**config.mk**
```make
export PLATFORM = sky130hd
export DESIGN_NAME = distance_vector_route_table_flat
export DESIGN_NICKNAME = d
export VERILOG_FILES = /design/src/rtl/core/dvrt_pkg.sv /design/src/rtl/core/dvrt_req_if.sv /design/src/rtl/core/dvrt_rsp_if.sv /design/src/rtl/core/distance_vector_route_table.sv /design/src/rtl/core/dvrt_ram.sv /design/src/rtl/core/dvrt_ctrl.sv /design/src/rtl/core/dvrt_datapath.sv /design/src/flat_wrapper.sv
export SDC_FILE = /design/constraint.sdc
export NUM_CORES = 2
export LEC_CHECK = 0
export BUFFER_PORTS_ARGS = -buffer_cell sky130_fd_sc_hd__buf_2
export CAP_MARGIN = 20
export CORE_ASPECT_RATIO = 1.5
export CORE_MARGIN = 2
export CORE_UTILIZATION = 40
export DETAILED_ROUTE_END_ITERATION = 8
export PLACE_DENSITY = 0.62
export SYNTH_ARGS = -nofsm -noshare
export SYNTH_HDL_FRONTEND = slang
export SYNTH_SLANG_ARGS = --single-unit
```
**constraint.sdc**
```tcl
create_clock -name clk -period 17.1 [get_ports clk]
set_input_delay 1.71 -clock clk [delete_from_list [all_inputs] [get_ports clk]]
set_output_delay 1.71 -clock clk [all_outputs]
set_load 0.03 [all_outputs]
```
**src/rtl/core/dvrt_pkg.sv**
```systemverilog
package dvrt_pkg;

    // Request modes.
    localparam logic [1:0] MODE_HELLO = 2'd0;
    localparam logic [1:0] MODE_DATA  = 2'd1;

    // Result status codes.
    localparam int STATUS_W = 3;
    localparam logic [STATUS_W-1:0] ST_INSERTED  = 3'd0;
    localparam logic [STATUS_W-1:0] ST_UPDATED   = 3'd1;
    localparam logic [STATUS_W-1:0] ST_UNCHANGED = 3'd2;
    localparam logic [STATUS_W-1:0] ST_FULL      = 3'd3;
    localparam logic [STATUS_W-1:0] ST_FOUND     = 3'd4;
    localparam logic [STATUS_W-1:0] ST_NOROUTE   = 3'd5;

    // Configuration register indexes.
    localparam int CFG_INDEX_W = 2;
    localparam logic [CFG_INDEX_W-1:0] REG_OWN_NODE_ID  = 2'd0;
    localparam logic [CFG_INDEX_W-1:0] REG_BROADCAST_ID = 2'd1;

    // Commands from the controller to the datapath.
    typedef struct packed {
        logic load;
        logic scan;
        logic resolve;
    } dp_cmd_t;

    // Search status from the datapath to the controller.
    typedef struct packed {
        logic hit;
        logic miss;
    } dp_stat_t;

endpackage

```
**src/rtl/core/dvrt_req_if.sv**
```systemverilog
interface dvrt_req_if #(
    parameter int NODE_W = 16,
    parameter int COST_W = 32
);
    logic              valid;
    logic              ready;
    logic [1:0]        mode;
    logic [NODE_W-1:0] neighbor_id;
    logic [NODE_W-1:0] target_id;
    logic [COST_W-1:0] advertised_cost;
    logic [COST_W-1:0] link_cost;

    modport source (
        output valid, mode, neighbor_id, target_id, advertised_cost, link_cost,
        input  ready
    );

    modport sink (
        input  valid, mode, neighbor_id, target_id, advertised_cost, link_cost,
        output ready
    );
endinterface

```
**src/rtl/core/dvrt_rsp_if.sv**
```systemverilog
interface dvrt_rsp_if #(
    parameter int NODE_W = 16,
    parameter int COST_W = 32
);
    logic              valid;
    logic              ready;
    logic [2:0]        status;
    logic [NODE_W-1:0] next_hop;
    logic [COST_W-1:0] route_cost;
    logic              advert_request;

    modport source (
        output valid, status, next_hop, route_cost, advert_request,
        input  ready
    );

    modport sink (
        input  valid, status, next_hop, route_cost, advert_request,
        output ready
    );
endinterface

```
**src/rtl/core/distance_vector_route_table.sv**
```systemverilog
// A hit ends the search at the matching entry, and a miss compares every entry in the table.
// Only one request is taken at a time. The search reads one entry per cycle, then the resolve
// state does the read-modify-write, which is held while a response stalls.
// Reset: rst_n clears the table to the single self entry (node 0, cost 0), sets the broadcast
// address to all ones and empties the response register. No clearing pass is needed.
module distance_vector_route_table #(
    parameter int TABLE_DEPTH   = 64,
    parameter int NODE_ID_WIDTH = 16,
    parameter int COST_WIDTH    = 32
) (
    input  logic                             clk,
    input  logic                             rst_n,
    dvrt_req_if.sink                         req,
    dvrt_rsp_if.source                       rsp,
    input  logic                             cfg_we,
    input  logic [dvrt_pkg::CFG_INDEX_W-1:0] cfg_index,
    input  logic [NODE_ID_WIDTH-1:0]         cfg_wdata
);
    import dvrt_pkg::*;

    localparam int IDX_W = $clog2(TABLE_DEPTH);
    localparam int RAM_W = 2 * NODE_ID_WIDTH + COST_WIDTH;

    // The controller sequences load, search and resolve; the datapath owns
    // the table state and the compare logic. They talk only through these.
    dp_cmd_t  cmd;
    dp_stat_t stat;

    // Route RAM port. Each word packs destination, next hop and cost.
    // Entry zero is the node itself and is kept in flops inside the datapath,
    // so RAM word zero is never written or used.
    logic             ram_we;
    logic [IDX_W-1:0] ram_waddr;
    logic [RAM_W-1:0] ram_wdata;
    logic [IDX_W-1:0] ram_raddr;
    logic [RAM_W-1:0] ram_rdata;

    dvrt_ctrl u_ctrl (
        .clk       (clk),
        .rst_n     (rst_n),
        .in_valid  (req.valid),
        .in_ready  (req.ready),
        .out_valid (rsp.valid),
        .out_ready (rsp.ready),
        .stat      (stat),
        .cmd       (cmd)
    );

    // The datapath registers the request, computes the saturated path cost
    // on acceptance, and then compares one stored destination per cycle.
    // The first match wins, which gives the lowest matching entry. The
    // response register is loaded in the resolve cycle, so a new request can
    // be accepted while the previous response still waits downstream.
    dvrt_datapath #(
        .TABLE_DEPTH (TABLE_DEPTH),
        .NODE_W      (NODE_ID_WIDTH),
        .COST_W      (COST_WIDTH)
    ) u_datapath (
        .clk          (clk),
        .rst_n        (rst_n),
        .cmd          (cmd),
        .stat         (stat),
        .cfg_we       (cfg_we),
        .cfg_index    (cfg_index),
        .cfg_wdata    (cfg_wdata),
        .in_mode      (req.mode),
        .in_neighbor  (req.neighbor_id),
        .in_target    (req.target_id),
        .in_adv_cost  (req.advertised_cost),
        .in_link_cost (req.link_cost),
        .res_status   (rsp.status),
        .res_hop      (rsp.next_hop),
        .res_cost     (rsp.route_cost),
        .res_req      (rsp.advert_request),
        .ram_we       (ram_we),
        .ram_waddr    (ram_waddr),
        .ram_wdata    (ram_wdata),
        .ram_raddr    (ram_raddr),
        .ram_rdata    (ram_rdata)
    );

    // Entries beyond the fill count are never compared, so the RAM needs no reset.
    dvrt_ram #(
        .WIDTH (RAM_W),
        .DEPTH (TABLE_DEPTH)
    ) u_route_ram (
        .clk   (clk),
        .we    (ram_we),
        .waddr (ram_waddr),
        .wdata (ram_wdata),
        .raddr (ram_raddr),
        .rdata (ram_rdata)
    );
endmodule

```
**src/rtl/core/dvrt_ram.sv**
```systemverilog
module dvrt_ram #(
    parameter int WIDTH = 8,
    parameter int DEPTH = 16
) (
    input  logic                     clk,
    input  logic                     we,
    input  logic [$clog2(DEPTH)-1:0] waddr,
    input  logic [WIDTH-1:0]         wdata,
    input  logic [$clog2(DEPTH)-1:0] raddr,
    output logic [WIDTH-1:0]         rdata
);
    logic [WIDTH-1:0] mem [DEPTH];
    logic [WIDTH-1:0] rdata_reg;

    always_ff @(posedge clk)
    begin
        if (we)
        begin
            mem[waddr] <= wdata;
        end
        rdata_reg <= mem[raddr];
    end

    assign rdata = rdata_reg;
endmodule

```
**src/rtl/core/dvrt_ctrl.sv**
```systemverilog
module dvrt_ctrl (
    input  logic               clk,
    input  logic               rst_n,
    input  logic               in_valid,
    output logic               in_ready,
    output logic               out_valid,
    input  logic               out_ready,
    input  dvrt_pkg::dp_stat_t stat,
    output dvrt_pkg::dp_cmd_t  cmd
);
    import dvrt_pkg::*;

    localparam logic [1:0] S_IDLE    = 2'd0;
    localparam logic [1:0] S_SCAN    = 2'd1;
    localparam logic [1:0] S_RESOLVE = 2'd2;

    logic [1:0] state_reg;
    logic [1:0] state_next;
    logic       out_valid_reg;
    logic       out_valid_next;
    logic       out_free;

    // The result register may be reloaded when it is empty or being drained.
    assign out_free = !out_valid_reg || out_ready;
    assign in_ready = (state_reg == S_IDLE);
    assign out_valid = out_valid_reg;

    assign cmd.load    = in_valid && in_ready;
    assign cmd.scan    = (state_reg == S_SCAN);
    assign cmd.resolve = (state_reg == S_RESOLVE) && out_free;

    always_comb
    begin
        state_next = state_reg;
        case (state_reg)
            S_IDLE:
            begin
                if (cmd.load)
                begin
                    state_next = S_SCAN;
                end
            end
            S_SCAN:
            begin
                if (stat.hit || stat.miss)
                begin
                    state_next = S_RESOLVE;
                end
            end
            S_RESOLVE:
            begin
                if (out_free)
                begin
                    state_next = S_IDLE;
                end
            end
            default:
            begin
                state_next = S_IDLE;
            end
        endcase
    end

    always_comb
    begin
        out_valid_next = out_valid_reg;
        if (cmd.resolve)
        begin
            out_valid_next = 1'b1;
        end
        else if (out_ready)
        begin
            out_valid_next = 1'b0;
        end
    end

    always_ff @(posedge clk or negedge rst_n)
    begin
        if (!rst_n)
        begin
            state_reg     <= S_IDLE;
            out_valid_reg <= 1'b0;
        end
        else
        begin
            state_reg     <= state_next;
            out_valid_reg <= out_valid_next;
        end
    end
endmodule

```
**src/rtl/core/dvrt_datapath.sv**
```systemverilog
module dvrt_datapath #(
    parameter int TABLE_DEPTH = 64,
    parameter int NODE_W      = 16,
    parameter int COST_W      = 32
) (
    input  logic                             clk,
    input  logic                             rst_n,
    input  dvrt_pkg::dp_cmd_t                cmd,
    output dvrt_pkg::dp_stat_t               stat,
    input  logic                             cfg_we,
    input  logic [dvrt_pkg::CFG_INDEX_W-1:0] cfg_index,
    input  logic [NODE_W-1:0]                cfg_wdata,
    input  logic [1:0]                       in_mode,
    input  logic [NODE_W-1:0]                in_neighbor,
    input  logic [NODE_W-1:0]                in_target,
    input  logic [COST_W-1:0]                in_adv_cost,
    input  logic [COST_W-1:0]                in_link_cost,
    output logic [dvrt_pkg::STATUS_W-1:0]    res_status,
    output logic [NODE_W-1:0]                res_hop,
    output logic [COST_W-1:0]                res_cost,
    output logic                             res_req,
    output logic                             ram_we,
    output logic [$clog2(TABLE_DEPTH)-1:0]   ram_waddr,
    output logic [2*NODE_W+COST_W-1:0]       ram_wdata,
    output logic [$clog2(TABLE_DEPTH)-1:0]   ram_raddr,
    input  logic [2*NODE_W+COST_W-1:0]       ram_rdata
);
    import dvrt_pkg::*;

    localparam int IDX_W = $clog2(TABLE_DEPTH);
    localparam int CNT_W = $clog2(TABLE_DEPTH + 1);
    localparam int RAM_W = 2 * NODE_W + COST_W;

    // Configuration and entry zero, which lives in flops rather than the RAM.
    logic [NODE_W-1:0] own_id_reg;
    logic [NODE_W-1:0] bcast_reg;
    logic [NODE_W-1:0] e0_hop_reg;
    logic [NODE_W-1:0] e0_hop_next;
    logic [COST_W-1:0] e0_cost_reg;
    logic [COST_W-1:0] e0_cost_next;
    logic [CNT_W-1:0]  count_reg;
    logic [CNT_W-1:0]  count_next;

    // Request held for the duration of the search.
    logic [1:0]        mode_reg;
    logic [NODE_W-1:0] nbr_reg;
    logic [NODE_W-1:0] tgt_reg;
    logic [COST_W-1:0] newc_reg;
    logic [COST_W:0]   cost_sum;
    logic [COST_W-1:0] cost_sat;

    // Search pipeline: read address, then compare in the cycle after.
    logic [CNT_W-1:0]  rd_ptr_reg;
    logic [IDX_W-1:0]  cmp_idx_reg;
    logic              cmp_valid_reg;
    logic              found_reg;
    logic [IDX_W-1:0]  found_idx_reg;
    logic [NODE_W-1:0] found_hop_reg;
    logic [COST_W-1:0] found_cost_reg;
    logic [NODE_W-1:0] cmp_dest;
    logic [NODE_W-1:0] cmp_hop;
    logic [COST_W-1:0] cmp_cost;
    logic              hit;
    logic              more;

    // Result register.
    logic [STATUS_W-1:0] res_status_reg;
    logic [NODE_W-1:0]   res_hop_reg;
    logic [COST_W-1:0]   res_cost_reg;
    logic                res_req_reg;

    // Resolve logic.
    logic                is_lookup;
    logic                better;
    logic                full;
    logic [STATUS_W-1:0] st_c;
    logic [NODE_W-1:0]   hop_c;
    logic [COST_W-1:0]   cost_c;
    logic                req_c;
    logic                ins_c;
    logic                upd_c;

    assign cost_sum = {1'b0, in_adv_cost} + {1'b0, in_link_cost};
    assign cost_sat = cost_sum[COST_W] ? {COST_W{1'b1}} : cost_sum[COST_W-1:0];

    assign cmp_dest = (cmp_idx_reg == '0) ? own_id_reg
                                          : ram_rdata[RAM_W-1 -: NODE_W];
    assign cmp_hop  = (cmp_idx_reg == '0) ? e0_hop_reg
                                          : ram_rdata[COST_W +: NODE_W];
    assign cmp_cost = (cmp_idx_reg == '0) ? e0_cost_reg
                                          : ram_rdata[COST_W-1:0];

    assign hit       = cmp_valid_reg && (cmp_dest == tgt_reg);
    assign more      = (rd_ptr_reg < count_reg);
    assign stat.hit  = hit;
    assign stat.miss = !cmp_valid_reg && !more;
    assign ram_raddr = rd_ptr_reg[IDX_W-1:0];

    assign is_lookup = (mode_reg != MODE_HELLO) && (mode_reg != MODE_DATA);
    assign better    = (found_cost_reg > newc_reg);
    assign full      = (count_reg == CNT_W'(TABLE_DEPTH));

    always_comb
    begin
        st_c   = ST_UNCHANGED;
        hop_c  = '0;
        cost_c = '0;
        req_c  = 1'b0;
        ins_c  = 1'b0;
        upd_c  = 1'b0;
        if (is_lookup)
        begin
            if (tgt_reg == bcast_reg)
            begin
                st_c  = ST_FOUND;
                hop_c = bcast_reg;
            end
            else if (found_reg)
            begin
                st_c   = ST_FOUND;
                hop_c  = found_hop_reg;
                cost_c = found_cost_reg;
            end
            else
            begin
                st_c = ST_NOROUTE;
            end
        end
        else if (!found_reg)
        begin
            if (full)
            begin
                st_c = ST_FULL;
            end
            else
            begin
                st_c   = ST_INSERTED;
                hop_c  = nbr_reg;
                cost_c = newc_reg;
                ins_c  = 1'b1;
            end
        end
        else if ((mode_reg == MODE_DATA) && (found_hop_reg == nbr_reg))
        begin
            st_c   = ST_UPDATED;
            hop_c  = found_hop_reg;
            cost_c = newc_reg;
            upd_c  = 1'b1;
        end
        else if (better)
        begin
            st_c   = ST_UPDATED;
            hop_c  = nbr_reg;
            cost_c = newc_reg;
            req_c  = (mode_reg == MODE_HELLO);
            upd_c  = 1'b1;
        end
        else
        begin
            hop_c  = found_hop_reg;
            cost_c = found_cost_reg;
        end
    end

    always_comb
    begin
        ram_we       = 1'b0;
        ram_waddr    = found_idx_reg;
        ram_wdata    = {tgt_reg, hop_c, cost_c};
        e0_hop_next  = e0_hop_reg;
        e0_cost_next = e0_cost_reg;
        count_next   = count_reg;
        if (cmd.resolve)
        begin
            if (ins_c)
            begin
                ram_we     = 1'b1;
                ram_waddr  = count_reg[IDX_W-1:0];
                count_next = count_reg + 1'b1;
            end
            else if (upd_c)
            begin
                if (found_idx_reg == '0)
                begin
                    e0_hop_next  = hop_c;
                    e0_cost_next = cost_c;
                end
                else
                begin
                    ram_we = 1'b1;
                end
            end
        end
        else if (cfg_we && (cfg_index == REG_OWN_NODE_ID))
        begin
            e0_hop_next = cfg_wdata;
        end
    end

    always_ff @(posedge clk or negedge rst_n)
    begin
        if (!rst_n)
        begin
            own_id_reg    <= '0;
            bcast_reg     <= {NODE_W{1'b1}};
            e0_hop_reg    <= '0;
            e0_cost_reg   <= '0;
            count_reg     <= CNT_W'(1);
            cmp_valid_reg <= 1'b0;
            found_reg     <= 1'b0;
        end
        else
        begin
            e0_hop_reg  <= e0_hop_next;
            e0_cost_reg <= e0_cost_next;
            count_reg   <= count_next;
            if (cfg_we && (cfg_index == REG_OWN_NODE_ID))
            begin
                own_id_reg <= cfg_wdata;
            end
            if (cfg_we && (cfg_index == REG_BROADCAST_ID))
            begin
                bcast_reg <= cfg_wdata;
            end
            if (cmd.load)
            begin
                cmp_valid_reg <= 1'b1;
                found_reg     <= 1'b0;
            end
            else if (cmd.scan)
            begin
                if (hit)
                begin
                    found_reg <= 1'b1;
                end
                else
                begin
                    cmp_valid_reg <= more;
                end
            end
        end
    end

    always_ff @(posedge clk)
    begin
        if (cmd.load)
        begin
            mode_reg    <= in_mode;
            nbr_reg     <= in_neighbor;
            tgt_reg     <= in_target;
            newc_reg    <= cost_sat;
            rd_ptr_reg  <= CNT_W'(1);
            cmp_idx_reg <= '0;
        end
        else if (cmd.scan)
        begin
            if (hit)
            begin
                found_idx_reg  <= cmp_idx_reg;
                found_hop_reg  <= cmp_hop;
                found_cost_reg <= cmp_cost;
            end
            else if (more)
            begin
                cmp_idx_reg <= rd_ptr_reg[IDX_W-1:0];
                rd_ptr_reg  <= rd_ptr_reg + 1'b1;
            end
        end
        if (cmd.resolve)
        begin
            res_status_reg <= st_c;
            res_hop_reg    <= hop_c;
            res_cost_reg   <= cost_c;
            res_req_reg    <= req_c;
        end
    end

    assign res_status = res_status_reg;
    assign res_hop    = res_hop_reg;
    assign res_cost   = res_cost_reg;
    assign res_req    = res_req_reg;
endmodule

```
**src/flat_wrapper.sv**
```systemverilog
// flat-port wrapper written by rule: the top's interface ports become plain ports
module distance_vector_route_table_flat import dvrt_pkg::*;
#(
    parameter int TABLE_DEPTH   = 64,
    parameter int NODE_ID_WIDTH = 16,
    parameter int COST_WIDTH    = 32
)
  (clk, rst_n, cfg_we, cfg_index, cfg_wdata, req_valid, req_mode, req_neighbor_id, req_target_id, req_advertised_cost, req_link_cost, req_ready, rsp_valid, rsp_status, rsp_next_hop, rsp_route_cost, rsp_advert_request, rsp_ready);
  dvrt_req_if req_i ();
  dvrt_rsp_if rsp_i ();
  input  logic clk;
  input  logic rst_n;
  input  logic cfg_we;
  input  logic [dvrt_pkg::CFG_INDEX_W-1:0] cfg_index;
  input  logic [NODE_ID_WIDTH-1:0] cfg_wdata;
  input wire logic [$bits(req_i.valid)-1:0] req_valid;
  input wire logic [$bits(req_i.mode)-1:0] req_mode;
  input wire logic [$bits(req_i.neighbor_id)-1:0] req_neighbor_id;
  input wire logic [$bits(req_i.target_id)-1:0] req_target_id;
  input wire logic [$bits(req_i.advertised_cost)-1:0] req_advertised_cost;
  input wire logic [$bits(req_i.link_cost)-1:0] req_link_cost;
  output wire logic [$bits(req_i.ready)-1:0] req_ready;
  output wire logic [$bits(rsp_i.valid)-1:0] rsp_valid;
  output wire logic [$bits(rsp_i.status)-1:0] rsp_status;
  output wire logic [$bits(rsp_i.next_hop)-1:0] rsp_next_hop;
  output wire logic [$bits(rsp_i.route_cost)-1:0] rsp_route_cost;
  output wire logic [$bits(rsp_i.advert_request)-1:0] rsp_advert_request;
  input wire logic [$bits(rsp_i.ready)-1:0] rsp_ready;
  assign req_i.valid = req_valid;
  assign req_i.mode = req_mode;
  assign req_i.neighbor_id = req_neighbor_id;
  assign req_i.target_id = req_target_id;
  assign req_i.advertised_cost = req_advertised_cost;
  assign req_i.link_cost = req_link_cost;
  assign req_ready = req_i.ready;
  assign rsp_valid = rsp_i.valid;
  assign rsp_status = rsp_i.status;
  assign rsp_next_hop = rsp_i.next_hop;
  assign rsp_route_cost = rsp_i.route_cost;
  assign rsp_advert_request = rsp_i.advert_request;
  assign rsp_i.ready = rsp_ready;
  distance_vector_route_table #(.TABLE_DEPTH(TABLE_DEPTH), .NODE_ID_WIDTH(NODE_ID_WIDTH), .COST_WIDTH(COST_WIDTH)) u_core (.clk(clk), .rst_n(rst_n), .req(req_i), .rsp(rsp_i), .cfg_we(cfg_we), .cfg_index(cfg_index), .cfg_wdata(cfg_wdata));
endmodule
```
Word-level counts from Yosys, hierarchy flattened
Memories as Yosys holds them, arrays and structs flattened. A register that Yosys moved wholly into a read port is not among the register bits.
Cells that the tools add are included.
- memory bits (writable): 4096
- output and inout bits: 54
- memories kept: 1
- register bits: 277
- word-level logic and storage cells: 137
- input port bits: 121
- $lt $le $gt $ge: 2
- reductions and logical operators: 32
- add/subtract/negate cells: 3
- eq/ne operators: 16
- bitwise gates (word level): 5
- multiplexer cells: 56
- memories (memory ; words ; width ; rd ports ; clocked after memory_dff ; wr ports ; RTL line ; RTL):
    u_core.u_route_ram.mem ; 64 ; 64 ; 1 ; 1 ; 1 ; dvrt_ram.sv:12 ; logic [WIDTH-1:0] mem [DEPTH];
- operators with widths (operator ; count):
    $mux W32 ; 8
    $mux W16 ; 14
    $eq A16 B16 Y1 ; 3
    $add A32 B32 Y33 ; 1
    $gt A32 B32 Y1 ; 1
    $mux W1 ; 23
    $add A7 B1 Y7 const B ; 2
    $logic_not A6 Y1 ; 2
    $mux W2 ; 6
    $mux W6 ; 2
    $ne A2 B2 Y1 const B ; 5
    $reduce_bool A2 Y1 ; 5
    $reduce_and A3 Y1 ; 3
    $logic_and A1 B1 Y1 ; 8
    $reduce_and A4 Y1 ; 2
    $eq A7 B7 Y1 const B ; 1
    $lt A7 B7 Y1 ; 1
    $eq A2 B1 Y1 const B ; 3
    $logic_not A2 Y1 ; 3
    $mux W3 ; 2
    $ne A2 B1 Y1 const B ; 3
    $pmux W2 S3 ; 1
    $reduce_and A2 Y1 ; 3
    $not A1 Y1 ; 5
    other kinds (4) ; 7

Longest topological paths before layout
- word-level depth: 10
- mapped depth: 13
- mapped depth without buffers: 12

Modules after synthesis
Synthesis repeated with hierarchy kept, for this count alone.
- cell total of the unflattened synthesis: 7928
- area, all modules: 171231.7 um^2
- by module, submodules not included (module ; sequential area each (um^2) ; area each (um^2) ; times used ; cells an instance):
    dvrt_ram ; 124279.2 ; 156348.7 ; 1 ; 6598
    dvrt_datapath ; 7673.6 ; 14731.6 ; 1 ; 1315
    dvrt_ctrl ; 75.1 ; 151.4 ; 1 ; 15

Worst setup path after synthesis
Ideal clock, no wire load.
- kind: input -> register
- from: input port rsp_ready
- to: memory u_core.u_route_ram.mem[52][0] (netlist bit) (enable)
- path slack: 10762 ps
- setup time: 487 ps
- cell stages on the path: 8
- buffers on the path: 1
- data required time: 16613 ps
- data arrival time: 5851 ps
- path through: nand2b_1 -> nand2b_1 -> nor2_1 -> nand2_1 -> clkbuf_1 -> o31ai_1 -> nand2_1 -> nor2_1
- word-level cells in the longest chain between the ends: 5
- elaborated cells between the ends (all ways): 6
- classes of those cells: mux (4); reduce/logical (2)
- RTL lines (what ; RTL line ; RTL):
    start: declaration ; flat_wrapper.sv:28 ; input wire logic [$bits(rsp_i.ready)-1:0] rsp_ready;
    $logic_or A1 B1 Y1 * ; dvrt_ctrl.sv:24 ; assign out_free = !out_valid_reg || out_ready;
    $logic_and A1 B1 Y1 * ; dvrt_ctrl.sv:30 ; assign cmd.resolve = (state_reg == S_RESOLVE) && out_free;
    $mux W1 ; dvrt_datapath.sv:173 ; if (cmd.resolve)
    $mux W1 ; dvrt_ram.sv:17 ; if (we)
    $mux W1 (not written as such) ; dvrt_ram.sv:19 ; mem[waddr] <= wdata;
    end: declaration ; dvrt_ram.sv:12 ;
Mark *: on every way between the ends. The rest lies on a longest branch, timed or not.

Final worst setup path
- from: input port rsp_ready
- to: memory u_core.u_route_ram.mem[4][11] (netlist bit) (enable)
The elaborated chain is that of the path after synthesis.

==> results.cfg <==
[outcome]
outcome = complete, but fails checks
violations = design-rule violations

[sta]
worst-slew-pin-transition_ns = 1.315
max_freq_mhz = 155.0
finalClockSkew_ns = 0.1095
setup_tns_ns = 0
rsz0062_at_grt = false
finalMaxSlewViolations = 0
whs_ns = 0.5061
finalHoldViolations = 0
slew-limit-headroom = 0.1231
setup_viol = 0
post-route-min-period_ns = 6.452
post-route-period-util = 0.3773

[synth]
ys_ff_latch = 4437
synth-edff-count = 4268
syn_area_per_cell_um2 = 23.87
synth-async-reset-ratio = 0.02073
syn_area_um2 = 170600
yosys_warnings = 0
ys_seq_area_frac = 0.7738
synth.distinct_cells = 70
synthFlopType = edfxtp_1
synth_fp_nets = 7343
syn_inst = 7148

[layout]
syn_to_final_growth_pct = 13.34
fill_cells = 34736
fin_cells = 13577
drive_gt1_frac = 0.3319
final_cell_mix = 4268 x edfxtp_1, 1344 x mux4_2, 397 x clkbuf_16, 246 x buf_4, 173 x buf_2
final_common_cell = edfxtp_1
largest_reg_flops = 4096
fin_nets = 7835

[worst_hold_path]
min_path_type = flop to flop

[setup_path]
start_kind = primary input
critPathMaxFanout = 29
crit_family = simple AND/OR/NAND/NOR gates
slowest_stage = nor2_4
critPathMaxStageDelay_ns = 0.88
crit_type = primary input to flop
cp_num_buf_inv = 3
worstPathCellList = buf_2, nand2b_1, nand2b_1, nor2_1, nand2_1, o21ai_0, nand2_1, nor2_4, buf_4, buf_4
critPathArrivalTime_ns = 7.03
critPathRequiredTime_ns = 17.68
crit_path_end_kind = flop

[cts]
clock_latency_ns = 0.99
root_buffer = clkbuf_16
cts.sinks = 4437
numCtsBuffers = 390
cts_max_level = 5
clk_pin_slew_ns = 0.06
cts_tree = done
cts_hold_buffers = 0
clk_path_buf_depth = 4
post-cts-setup-buffers = 0
cts_resized = 0

[floorplan]
io_pins = 175
die_w_um = 537.3
die_h_um = 803.9
rows = 293
start_util = 0.4019
die-area_um2 = 431900
core_area_um2 = 424500

[routing]
met3WireLength_mm = 38.31
dr_wl_met2_mm = 251.2
vias = 81457
antenna_left = 0
drt-met1-wl_mm = 174.3
drc = 6
drt-initial-drc-count = 10564
vias_per_cell = 6.000
top_layer = met5
first_pass_iters = 9
wl_per_cell_um = 35.68
routed_wl_mm = 484.4

[global_routing]
grt_pass1_vias = 83619
grt-ovfl-total = 0
antenna_found_initial = 32
grt_first_pass_wirelength_mm = 668.4
grt_use_total = 0.2219
grt_max_degree = 136

[power_and_ir_drop]
power.density_nw_per_um2 = 147.4
power_mw = 28.50
ir_drop_v = 0.0001641
cellLeakagePower_nw = 60.60

[place]
routabilityCongestion = 0.8585
dp.cells = 12833
dp_hpwl_mm = 288.0
port-buffer-count = 174

[job]
maxCapViolations = 0
-- synth_stat cells, types with 45 or more instances --
cell	n	share of area
a21oi_1	68	0.0020
buf_1	95	0.0021
clkbuf_1	253	0.0056
dfrtp_1	75	0.011
dfxtp_1	77	0.0090
edfxtp_1	4268	0.75
ha_1	73	0.0054
inv_1	73	0.0016
mux2_2	114	0.0075
mux4_2	1344	0.18
nand2_1	93	0.0020
nor2_1	135	0.0030
o21ai_0	45	0.0013
-- area by class of cell --
class,instances,area [µm²],share of cell area
diodes,15,37.54,0.0001941
inverters,74,282.8,0.001462
repair buffers,452,3387,0.01751
clock inverters,227,2541,0.01314
flip-flops and latches,4437,132100,0.6829
clock buffers,482,10450,0.05406
multi-input cells,2285,37610,0.1945
well taps,5605,7013,0.03626
-- routing by layer --
layer / vias to the layer above / global-route usage
met3: 872 / 0.03884
met4: 10 / 0.08412
met5: - / 0
li1: 31600 / -
met2: 3994 / 0.3870
met1: 44981 / 0.2755
-- power by group --
group	internal [mW]	switching, mW
combinational	3.54	3.47
sequential	12.1	0.292
clock	5.11	3.97
-- cells by family (layout without fill, tap and decap cells) --
group	count (synthesis)	in the layout	synth area share
AOI/OAI and AO/OA	297	297	0.01132
xor gates and xnor gates	72	72	0.003696
adders and majority gates	74	74	0.005471
buffers and inverters	426	1235	0.009453
DFF	4437	4437	0.7738
muxes	1478	1478	0.1861
other	0	15	0
and+or+nand+nor	364	364	0.01014
-- metrics by stage --
step	instance area, µm²	setup slack [ns]	util
detailed placement	179900	9.880	0.4238
floorplan	170600	10.76	-
finish	193400	10.65	0.4555
global route	193300	10.44	0.4554
global placement	179800	9.811	0.4235
CTS	192900	10.66	0.4545
-- path summary, 6_finish.rpt --
kind / from / to / slack (ns) / cells past startpoint
max: rsp_ready / u_core.u_route_ram.mem[4][11] / 10.65 / 10
min: u_core.u_datapath.own_id_reg[0] / u_core.u_datapath.own_id_reg[0] / 0.51 / 1
max reg2reg: u_core.u_datapath.newc_reg[14] / u_core.u_route_ram.mem[48][19] / 10.75 / 13
min reg2reg: u_core.u_datapath.own_id_reg[0] / u_core.u_datapath.own_id_reg[0] / 0.51 / 1
max in group asynchronous: rst_n / u_core.u_datapath.e0_hop_reg[11] / 15.04 / 2
min in group asynchronous: rst_n / u_core.u_ctrl.out_valid / 0.84 / 1
Power figures use the tool's default switching activity.
